File: src/cse_pkg.sv
// Shared types and constants for the counting semaphore engine.
package cse_pkg;
	localparam int NUM_SLOTS = 16;
	localparam int QUEUE_DEPTH = 8;
	localparam int THREAD_ID_BITS = 8;
	localparam int SLOT_BITS = $clog2(NUM_SLOTS);
	localparam int QPTR_BITS = (QUEUE_DEPTH > 1) ? $clog2(QUEUE_DEPTH) : 1;
	localparam int FILL_BITS = $clog2(QUEUE_DEPTH + 1);
	localparam int WADDR_BITS = $clog2(NUM_SLOTS * QUEUE_DEPTH);
	localparam logic [15:0] COUNT_TOP = 16'hFFFF;

	typedef enum logic [2:0] {
		ACT_CREATE  = 3'd0,
		ACT_DESTROY = 3'd1,
		ACT_ENTER   = 3'd2,
		ACT_LEAVE   = 3'd3,
		ACT_STATUS  = 3'd4,
		ACT_GET     = 3'd5
	} action_t;

	typedef enum logic [2:0] {
		ST_READY   = 3'd0,
		ST_IN_USE  = 3'd1,
		ST_ILLEGAL = 3'd2,
		ST_DENIED  = 3'd3,
		ST_MISUSE  = 3'd4
	} status_t;

	typedef enum logic [1:0] {
		CTL_IDLE,
		CTL_EXEC,
		CTL_HOLD
	} ctl_state_t;

	// controller to datapath
	typedef struct packed {
		logic load;     // capture input word, start slot read
		logic commit;   // update slot, register result
		logic out_take; // result word left the block
	} dp_cmd_t;

	// datapath to controller
	typedef struct packed {
		logic out_full;
	} dp_stat_t;
endpackage

File: src/cse_ctrl.sv
// Controller state machine for the counting semaphore engine.
module cse_ctrl
	import cse_pkg::*;
(
	input  logic     clk,
	input  logic     arst_n,
	input  logic     in_valid,
	output logic     in_stall,
	output logic     out_valid,
	input  logic     out_stall,
	input  dp_stat_t stat,
	output dp_cmd_t  cmd
);
	ctl_state_t state_q, state_d;

	always_ff @(posedge clk or negedge arst_n) begin
		if (!arst_n) state_q <= CTL_IDLE;
		else state_q <= state_d;
	end

	always_comb begin
		state_d = state_q;
		cmd = '0;
		in_stall = 1'b1;
		out_valid = stat.out_full;
		cmd.out_take = stat.out_full && !out_stall;
		case (state_q)
			CTL_IDLE: begin
				in_stall = 1'b0;
				if (in_valid) begin
					cmd.load = 1'b1;
					state_d = CTL_EXEC;
				end
			end
			CTL_EXEC: begin
				// result register must be free (or emptying) before commit
				if (!stat.out_full || !out_stall) begin
					cmd.commit = 1'b1;
					state_d = CTL_IDLE;
				end else begin
					state_d = CTL_HOLD;
				end
			end
			CTL_HOLD: begin
				if (!out_stall) begin
					cmd.commit = 1'b1;
					state_d = CTL_IDLE;
				end
			end
			default: state_d = CTL_IDLE;
		endcase
	end
endmodule

File: src/cse_dp.sv
// Datapath for the counting semaphore engine: slot table, wait queues, result word.
module cse_dp
	import cse_pkg::*;
(
	input  logic                      clk,
	input  logic                      arst_n,
	input  dp_cmd_t                   cmd,
	output dp_stat_t                  stat,
	input  logic [2:0]                action,
	input  logic [3:0]                slot_index,
	input  logic [7:0]                caller_thread,
	input  logic [15:0]               initial_value,
	input  logic                      shared_flag,
	output logic [2:0]                status,
	output logic                      wake_valid,
	output logic [7:0]                wake_thread,
	output logic                      caller_blocked
);
	// slot table and waiter memories, undefined until create or enqueue writes them
	logic [15:0]               count_mem [NUM_SLOTS];
	logic [15:0]               init_mem [NUM_SLOTS];
	logic [THREAD_ID_BITS-1:0] creator_mem [NUM_SLOTS];
	logic                      shared_mem [NUM_SLOTS];
	logic [THREAD_ID_BITS-1:0] waiter_mem [NUM_SLOTS*QUEUE_DEPTH];
	// control state per slot, in flip-flops
	logic [NUM_SLOTS-1:0]      valid_q;
	logic [QPTR_BITS-1:0]      head_q [NUM_SLOTS];
	logic [FILL_BITS-1:0]      fill_q [NUM_SLOTS];

	// captured request
	logic [2:0]                act_q;
	logic                      range_ok_q;
	logic [SLOT_BITS-1:0]      slot_q;
	logic [THREAD_ID_BITS-1:0] who_q;
	logic [15:0]               ival_q;
	logic                      shr_q;
	// registered reads
	logic [15:0]               cnt_r, ini_r;
	logic [THREAD_ID_BITS-1:0] cre_r, wtr_r;
	logic                      shr_r;

	logic [SLOT_BITS-1:0]      rd_slot;
	logic [QPTR_BITS-1:0]      rd_head;
	logic [WADDR_BITS-1:0]     rd_waddr;
	logic                      out_full_q;

	assign rd_slot = SLOT_BITS'(slot_index);
	assign rd_head = head_q[rd_slot];
	assign rd_waddr = WADDR_BITS'({rd_slot, rd_head});

	always_ff @(posedge clk) begin
		if (cmd.load) begin
			act_q <= action;
			range_ok_q <= ({28'd0, slot_index} < NUM_SLOTS);
			slot_q <= rd_slot;
			who_q <= caller_thread[THREAD_ID_BITS-1:0];
			ival_q <= initial_value;
			shr_q <= shared_flag;
			cnt_r <= count_mem[rd_slot];
			ini_r <= init_mem[rd_slot];
			cre_r <= creator_mem[rd_slot];
			shr_r <= shared_mem[rd_slot];
			wtr_r <= waiter_mem[rd_waddr];
		end
	end

	// decision
	logic                 sv, may, qfull, qempty;
	logic [FILL_BITS-1:0] fill;
	logic [QPTR_BITS-1:0] head;
	status_t              st;
	logic                 wv, blk;
	logic                 w_create, w_free, w_cnt, w_enq, w_deq;
	logic [15:0]          new_cnt;
	logic [QPTR_BITS-1:0] tail;

	assign sv = valid_q[slot_q];
	assign fill = fill_q[slot_q];
	assign head = head_q[slot_q];
	assign qempty = (fill == '0);
	assign qfull = (fill >= FILL_BITS'(QUEUE_DEPTH));
	assign may = shr_r || (cre_r == who_q);
	assign tail = QPTR_BITS'((QUEUE_DEPTH'(0) + head + fill) % QUEUE_DEPTH);

	always_comb begin
		st = ST_ILLEGAL;
		wv = 1'b0;
		blk = 1'b0;
		w_create = 1'b0;
		w_free = 1'b0;
		w_cnt = 1'b0;
		w_enq = 1'b0;
		w_deq = 1'b0;
		new_cnt = cnt_r;
		if (range_ok_q && act_q <= ACT_GET) begin
			if (act_q == ACT_CREATE) begin
				if (sv) st = ST_IN_USE;
				else begin
					w_create = 1'b1;
					st = ST_READY;
				end
			end else if (!sv) begin
				st = ST_ILLEGAL;
			end else if (act_q == ACT_DESTROY) begin
				if (!qempty || cnt_r != ini_r) st = ST_MISUSE;
				else begin
					w_free = 1'b1;
					st = ST_READY;
				end
			end else if (act_q == ACT_ENTER) begin
				if (cnt_r != '0) begin
					w_cnt = 1'b1;
					new_cnt = cnt_r - 16'd1;
					st = ST_READY;
				end else if (qfull) begin
					st = ST_MISUSE;
				end else begin
					w_enq = 1'b1;
					blk = 1'b1;
					st = ST_IN_USE;
				end
			end else if (!may) begin
				st = ST_DENIED;
			end else if (act_q == ACT_LEAVE) begin
				if (qempty) begin
					w_cnt = 1'b1;
					if (cnt_r != COUNT_TOP) new_cnt = cnt_r + 16'd1;
					st = ST_READY;
				end else begin
					w_deq = 1'b1;
					wv = 1'b1;
					st = ST_IN_USE;
				end
			end else if (act_q == ACT_STATUS) begin
				st = (cnt_r != '0) ? ST_READY : ST_IN_USE;
			end else begin
				st = ST_READY;
			end
		end
	end

	// memory writes
	always_ff @(posedge clk) begin
		if (cmd.commit) begin
			if (w_create) begin
				count_mem[slot_q] <= ival_q;
				init_mem[slot_q] <= ival_q;
				creator_mem[slot_q] <= who_q;
				shared_mem[slot_q] <= shr_q;
			end else if (w_cnt) begin
				count_mem[slot_q] <= new_cnt;
			end
			if (w_enq) waiter_mem[WADDR_BITS'({slot_q, tail})] <= who_q;
		end
	end

	// slot control state and result register
	always_ff @(posedge clk or negedge arst_n) begin
		if (!arst_n) begin
			valid_q <= '0;
			for (int i = 0; i < NUM_SLOTS; i++) begin
				head_q[i] <= '0;
				fill_q[i] <= '0;
			end
			out_full_q <= 1'b0;
		end else begin
			if (cmd.out_take) out_full_q <= 1'b0;
			if (cmd.commit) begin
				out_full_q <= 1'b1;
				if (w_create) begin
					valid_q[slot_q] <= 1'b1;
					head_q[slot_q] <= '0;
					fill_q[slot_q] <= '0;
				end
				if (w_free) valid_q[slot_q] <= 1'b0;
				if (w_enq) fill_q[slot_q] <= fill + FILL_BITS'(1);
				if (w_deq) begin
					fill_q[slot_q] <= fill - FILL_BITS'(1);
					head_q[slot_q] <= QPTR_BITS'((QUEUE_DEPTH'(0) + head + 1) % QUEUE_DEPTH);
				end
			end
		end
	end

	always_ff @(posedge clk) begin
		if (cmd.commit) begin
			status <= st;
			wake_valid <= wv;
			wake_thread <= wv ? 8'(wtr_r) : 8'd0;
			caller_blocked <= blk;
		end
	end

	assign stat.out_full = out_full_q;
endmodule

File: src/counting_semaphore_engine.sv
// Top level of the counting semaphore engine: controller plus datapath.
//
//  channel | handshake            | payload
//  --------+----------------------+----------------------------------------------
//  in      | in_valid / in_stall  | action slot_index caller_thread initial_value
//          |                      | shared_flag
//  out     | out_valid/ out_stall | status wake_valid wake_thread caller_blocked
//
// Each word is first captured while the slot tables are read, then the slot
// is updated and the result register loaded; a new word is taken only after
// that update. The serial read-then-write of the slot memories sets this order.
// Reset clears all slot valid bits and queue pointers; no clearing pass.
// A held result stalls only the update step; the captured word waits.
module counting_semaphore_engine
	import cse_pkg::*;
(
	input  logic        clk,
	input  logic        arst_n,
	input  logic        in_valid,
	output logic        in_stall,
	input  logic [2:0]  action,
	input  logic [3:0]  slot_index,
	input  logic [7:0]  caller_thread,
	input  logic [15:0] initial_value,
	input  logic        shared_flag,
	output logic        out_valid,
	input  logic        out_stall,
	output logic [2:0]  status,
	output logic        wake_valid,
	output logic [7:0]  wake_thread,
	output logic        caller_blocked
);
	dp_cmd_t  cmd;
	dp_stat_t stat;

	// sequence each word: accept, execute, present
	cse_ctrl u_ctrl (
		.clk(clk), .arst_n(arst_n),
		.in_valid(in_valid), .in_stall(in_stall),
		.out_valid(out_valid), .out_stall(out_stall),
		.stat(stat), .cmd(cmd)
	);

	// hold slot table, wait queues and result word
	cse_dp u_dp (
		.clk(clk), .arst_n(arst_n), .cmd(cmd), .stat(stat),
		.action(action), .slot_index(slot_index), .caller_thread(caller_thread),
		.initial_value(initial_value), .shared_flag(shared_flag),
		.status(status), .wake_valid(wake_valid), .wake_thread(wake_thread),
		.caller_blocked(caller_blocked)
	);
endmodule

File: config.mk
export PLATFORM = sky130hd
export DESIGN_NAME = counting_semaphore_engine
export DESIGN_NICKNAME = d
export VERILOG_FILES = /design/src/cse_pkg.sv /design/src/cse_ctrl.sv /design/src/cse_dp.sv /design/src/counting_semaphore_engine.sv
export SDC_FILE = /design/constraint.sdc
export NUM_CORES = 2
export LEC_CHECK = 0
export BUFFER_PORTS_ARGS = -buffer_cell sky130_fd_sc_hd__buf_4
export CAP_MARGIN = 10
export CELL_PAD_IN_SITES_DETAIL_PLACEMENT = 0
export CELL_PAD_IN_SITES_GLOBAL_PLACEMENT = 1
export CORE_MARGIN = 2
export CORE_UTILIZATION = 54
export CTS_CLUSTER_SIZE = 20
export DETAILED_ROUTE_END_ITERATION = 7
export PLACE_DENSITY = 0.8
export SLEW_MARGIN = 20
export SYNTH_ARGS = -nofsm -noshare
export SYNTH_HDL_FRONTEND = slang
export SYNTH_SLANG_ARGS = --single-unit
File: constraint.sdc
create_clock -name clk -period 5.5 [get_ports clk]
set_input_delay 0.825 -clock clk [delete_from_list [all_inputs] [get_ports clk]]
set_output_delay 0.825 -clock clk [all_outputs]
set_load 0.01 [all_outputs]
==> results.sh <==
export IMPL_outcome="finished clean"
export IMPL_fin_crit_ns=4.934
export IMPL_htreeDepth=4
export IMPL_reg2reg_slack_ns=0.57
export IMPL_grt_pass1_vias=42480
export IMPL_avgRoutedWirePerCell_um=27.87
export IMPL_ctsHoldBuffers=0
export IMPL_ys_seq_area_frac=0.7500
export IMPL_max_slew_margin=0.2717
export IMPL_fin_setup_tns_ns=0
export IMPL_cts_root_buffer="clkbuf_16"
export IMPL_crit_type="flip-flop to flip-flop"
export IMPL_grt_max_degree=209
export IMPL_synth_flop_cell="edfxtp_1"
export IMPL_antenna_found_initial=8
export IMPL_drt_wl_total_mm=192.8
export IMPL_ir_worst_vdd_v=0.0003059
export IMPL_hold_viol=0
export IMPL_syn_cell_area_um2=75400
export IMPL_synthMuxAreaShare=0.08756
export IMPL_startpoint_type="flip-flop"
export IMPL_ctsResizeCount=0
export IMPL_grt_usage=0.2729
export IMPL_min_path_type="input port to async pin"
export IMPL_drv_slew=0
export IMPL_first_pass_iters=6
export IMPL_clock_sinks=1905
export IMPL_p_leak_nw=27.60
export IMPL_avgSynthCellArea_um2=15.73
export IMPL_finalCritPeriodShare=0.8971
export IMPL_gr_total_overflow=0
export IMPL_rsz0062_at_grt="no"
export IMPL_worstPathMaxFanout=25
export IMPL_areaGrowthSynthToFinish_pct=12.36
export IMPL_fill_cells=10000
export IMPL_synth_top_cell_by_area="edfxtp_1"
export IMPL_die_y_um=377.7
export IMPL_gp_congestion=0.8632
export IMPL_clk_pin_slew_ns=0.06
export IMPL_async_flop_share=0.06877
export IMPL_finClkSkew_ns=0.04207
export IMPL_start_util=0.5424
export IMPL_die_x_um=377.7
export IMPL_core_rowCount=137
export IMPL_ioPinCount=51
export IMPL_power_per_cell_area_nw_per_um2=373.8
export IMPL_maxCapViolations=0
export IMPL_drive_gt1_frac=0.1561
export IMPL_postRouteAntennaNets=0
export IMPL_clk_path_buf_depth=3
export IMPL_critPathCaptureType="flip-flop"
export IMPL_synth_top_family_by_area="simple AND/OR/NAND/NOR gates"
export IMPL_synthTopCellsByCount="1774 x edfxtp_1, 983 x nand2_1, 293 x nand3_1, 257 x mux4_2, 225 x clkbuf_1"
export IMPL_max_freq_ghz=0.2027
export IMPL_synthSimpleGateAreaFrac=0.09648
export IMPL_post_synth_top_count_cell="edfxtp_1"
export IMPL_cp_required_ns=5.92
export IMPL_portBuffers=50
export IMPL_ys_ff_latch=1905
export IMPL_cts_buffers_inserted=184
export IMPL_synthXorXnorAreaFrac=0.004995
export IMPL_die_area_um2=142600
export IMPL_via_per_inst=6.269
export IMPL_synthAdderAreaFrac=0.001759
export IMPL_drcViolationCount=0
export IMPL_worst_pin_slew_ns=1.092
export IMPL_core_um2=139000
export IMPL_synth_nets=4840
export IMPL_synth_cell_types=63
export IMPL_synth_edf_count=1774
export IMPL_clock_latency_ns=0.83
export IMPL_utilization=0.6094
export IMPL_antennaDiodeCount=0
export IMPL_tritoncts="yes"
export IMPL_fin_nets=4940
export IMPL_finalSetupViolCount=0
export IMPL_hpwl_mm=111.5
export IMPL_synthTopCellsByArea="edfxtp_1 71%, mux4_2 7.7%, nand2_1 4.9%, dfrtp_1 4.3%, nand3_1 1.9%"
export IMPL_vias=43370
export IMPL_synth_top_area_share=0.7065
export IMPL_synth_compound_area_frac=0.04364
export IMPL_postCtsSetupBuffers=0
export IMPL_syn_inst=4794
export IMPL_grt_pass1_wl_mm=283.3
export IMPL_drt_iter0_markers=5703
export IMPL_worst_hold_slack_ns=0.07680
export IMPL_ys_warn_count=0
export IMPL_crit_arrival_ns=5.35
-- cell families after synthesis --
group                      Yosys count
and+or+nand+nor                   1695
adders and majority gates           10
buffers and inverters              304
AOI/OAI and AO/OA                  499
xor gates and xnor gates            43
muxes                              338
DFF                               1905
-- layout by cell type, fill, tap and decap left out, types with 13 or more instances in the layout --
cell type	instances
edfxtp_1	1774
nand2_1	983
nand3_1	293
mux4_2	257
clkbuf_16	184
nor2_1	183
buf_4	182
a31oi_1	164
o21ai_0	144
dfrtp_1	131
nand4_1	95
mux2i_1	76
a32oi_1	71
clkbuf_1	43
clkinv_1	37
a22o_1	35
clkinv_2	30
xnor2_1	28
a21oi_1	26
nor3_1	20
nor2_4	18
bufinv_16	18
buf_12	18
nor2_2	17
a2bb2oi_1	17
xor2_1	15
inv_1	13
-- state kept, by name, summed over array words and instances (netlist names), 48 cells and up --
name              count
u_dp.creator_mem    128
u_dp.init_mem       256
u_dp.count_mem      256
u_dp.fill_q          64
u_dp.waiter_mem    1024
u_dp.head_q          48
-- layout make-up --
type,count,area [µm²],area share
tap,1876,2347,0.02771
sequential,1905,56550,0.6675
timing repair buffer,204,1778,0.02099
clock buffer,230,4807,0.05674
clock inverter,105,1234,0.01456
multi-input combinational,2585,17950,0.2119
inverter,14,52.55,0.0006203
-- power by group --
| group | leakage, nW | total (mW) | switching [mW] | internal (mW) |
|---|---|---|---|---|
| clock network | 2.93 | 12.6 | 5.47 | 7.11 |
| registers | 17.8 | 17.0 | 0.354 | 16.7 |
| logic | 6.86 | 2.06 | 1.50 | 0.555 |
| total | 27.6 | 31.7 | 7.33 | 24.3 |
-- through the flow --
stage | area, µm² | power, mW | instances | setup WS (ns)
after CTS | 84700 | 31.80 | 6919 | 0.5674
after floorplan | 75400 | 18.31 | 4794 | 0.8789
after detailed placement | 78650 | 19.37 | 6584 | 0.6755
final | 84720 | 31.67 | 6919 | 0.5660
after global routing | 84720 | 32.49 | 6919 | 0.2882
after global placement | 78650 | 19.33 | 6584 | 0.7886
-- layer usage --
layer  wire, µm  share of wire  vias to the layer above  track usage
met5         64        0.00033                        -            0
met4       5169          0.027                       10      0.07547
met3      17390          0.090                      349      0.05108
met2      94700           0.49                     2245       0.4475
met1      75480           0.39                    22120       0.3779
li1           -              -                    18650            -
-- worst max-delay path: stages (launching register included) --
cell,delay [ns]
edfxtp_1,0.83
buf_4,0.45
mux4_2,0.37
mux4_2,0.52
ha_1,0.26
fa_1,0.73
nor2b_1,0.26
nand2_1,0.09
buf_4,0.32
nor2_1,0.66
-- path summary, 6_finish.rpt --
kind                       cells after the start               from                      to
max                                            9     u_dp.slot_q[1]  u_dp.waiter_mem[18][3]
min                                            1             arst_n         u_dp.fill_q[22]
max reg2reg                                    9     u_dp.slot_q[1]  u_dp.waiter_mem[18][3]
min reg2reg                                    2    u_dp.fill_q[31]         u_dp.fill_q[31]
max in group asynchronous                      2             arst_n         u_dp.fill_q[46]
min in group clk                               1  initial_value[12]         u_dp.ival_q[12]
Note: power is estimated with default switching activity, not from simulation.
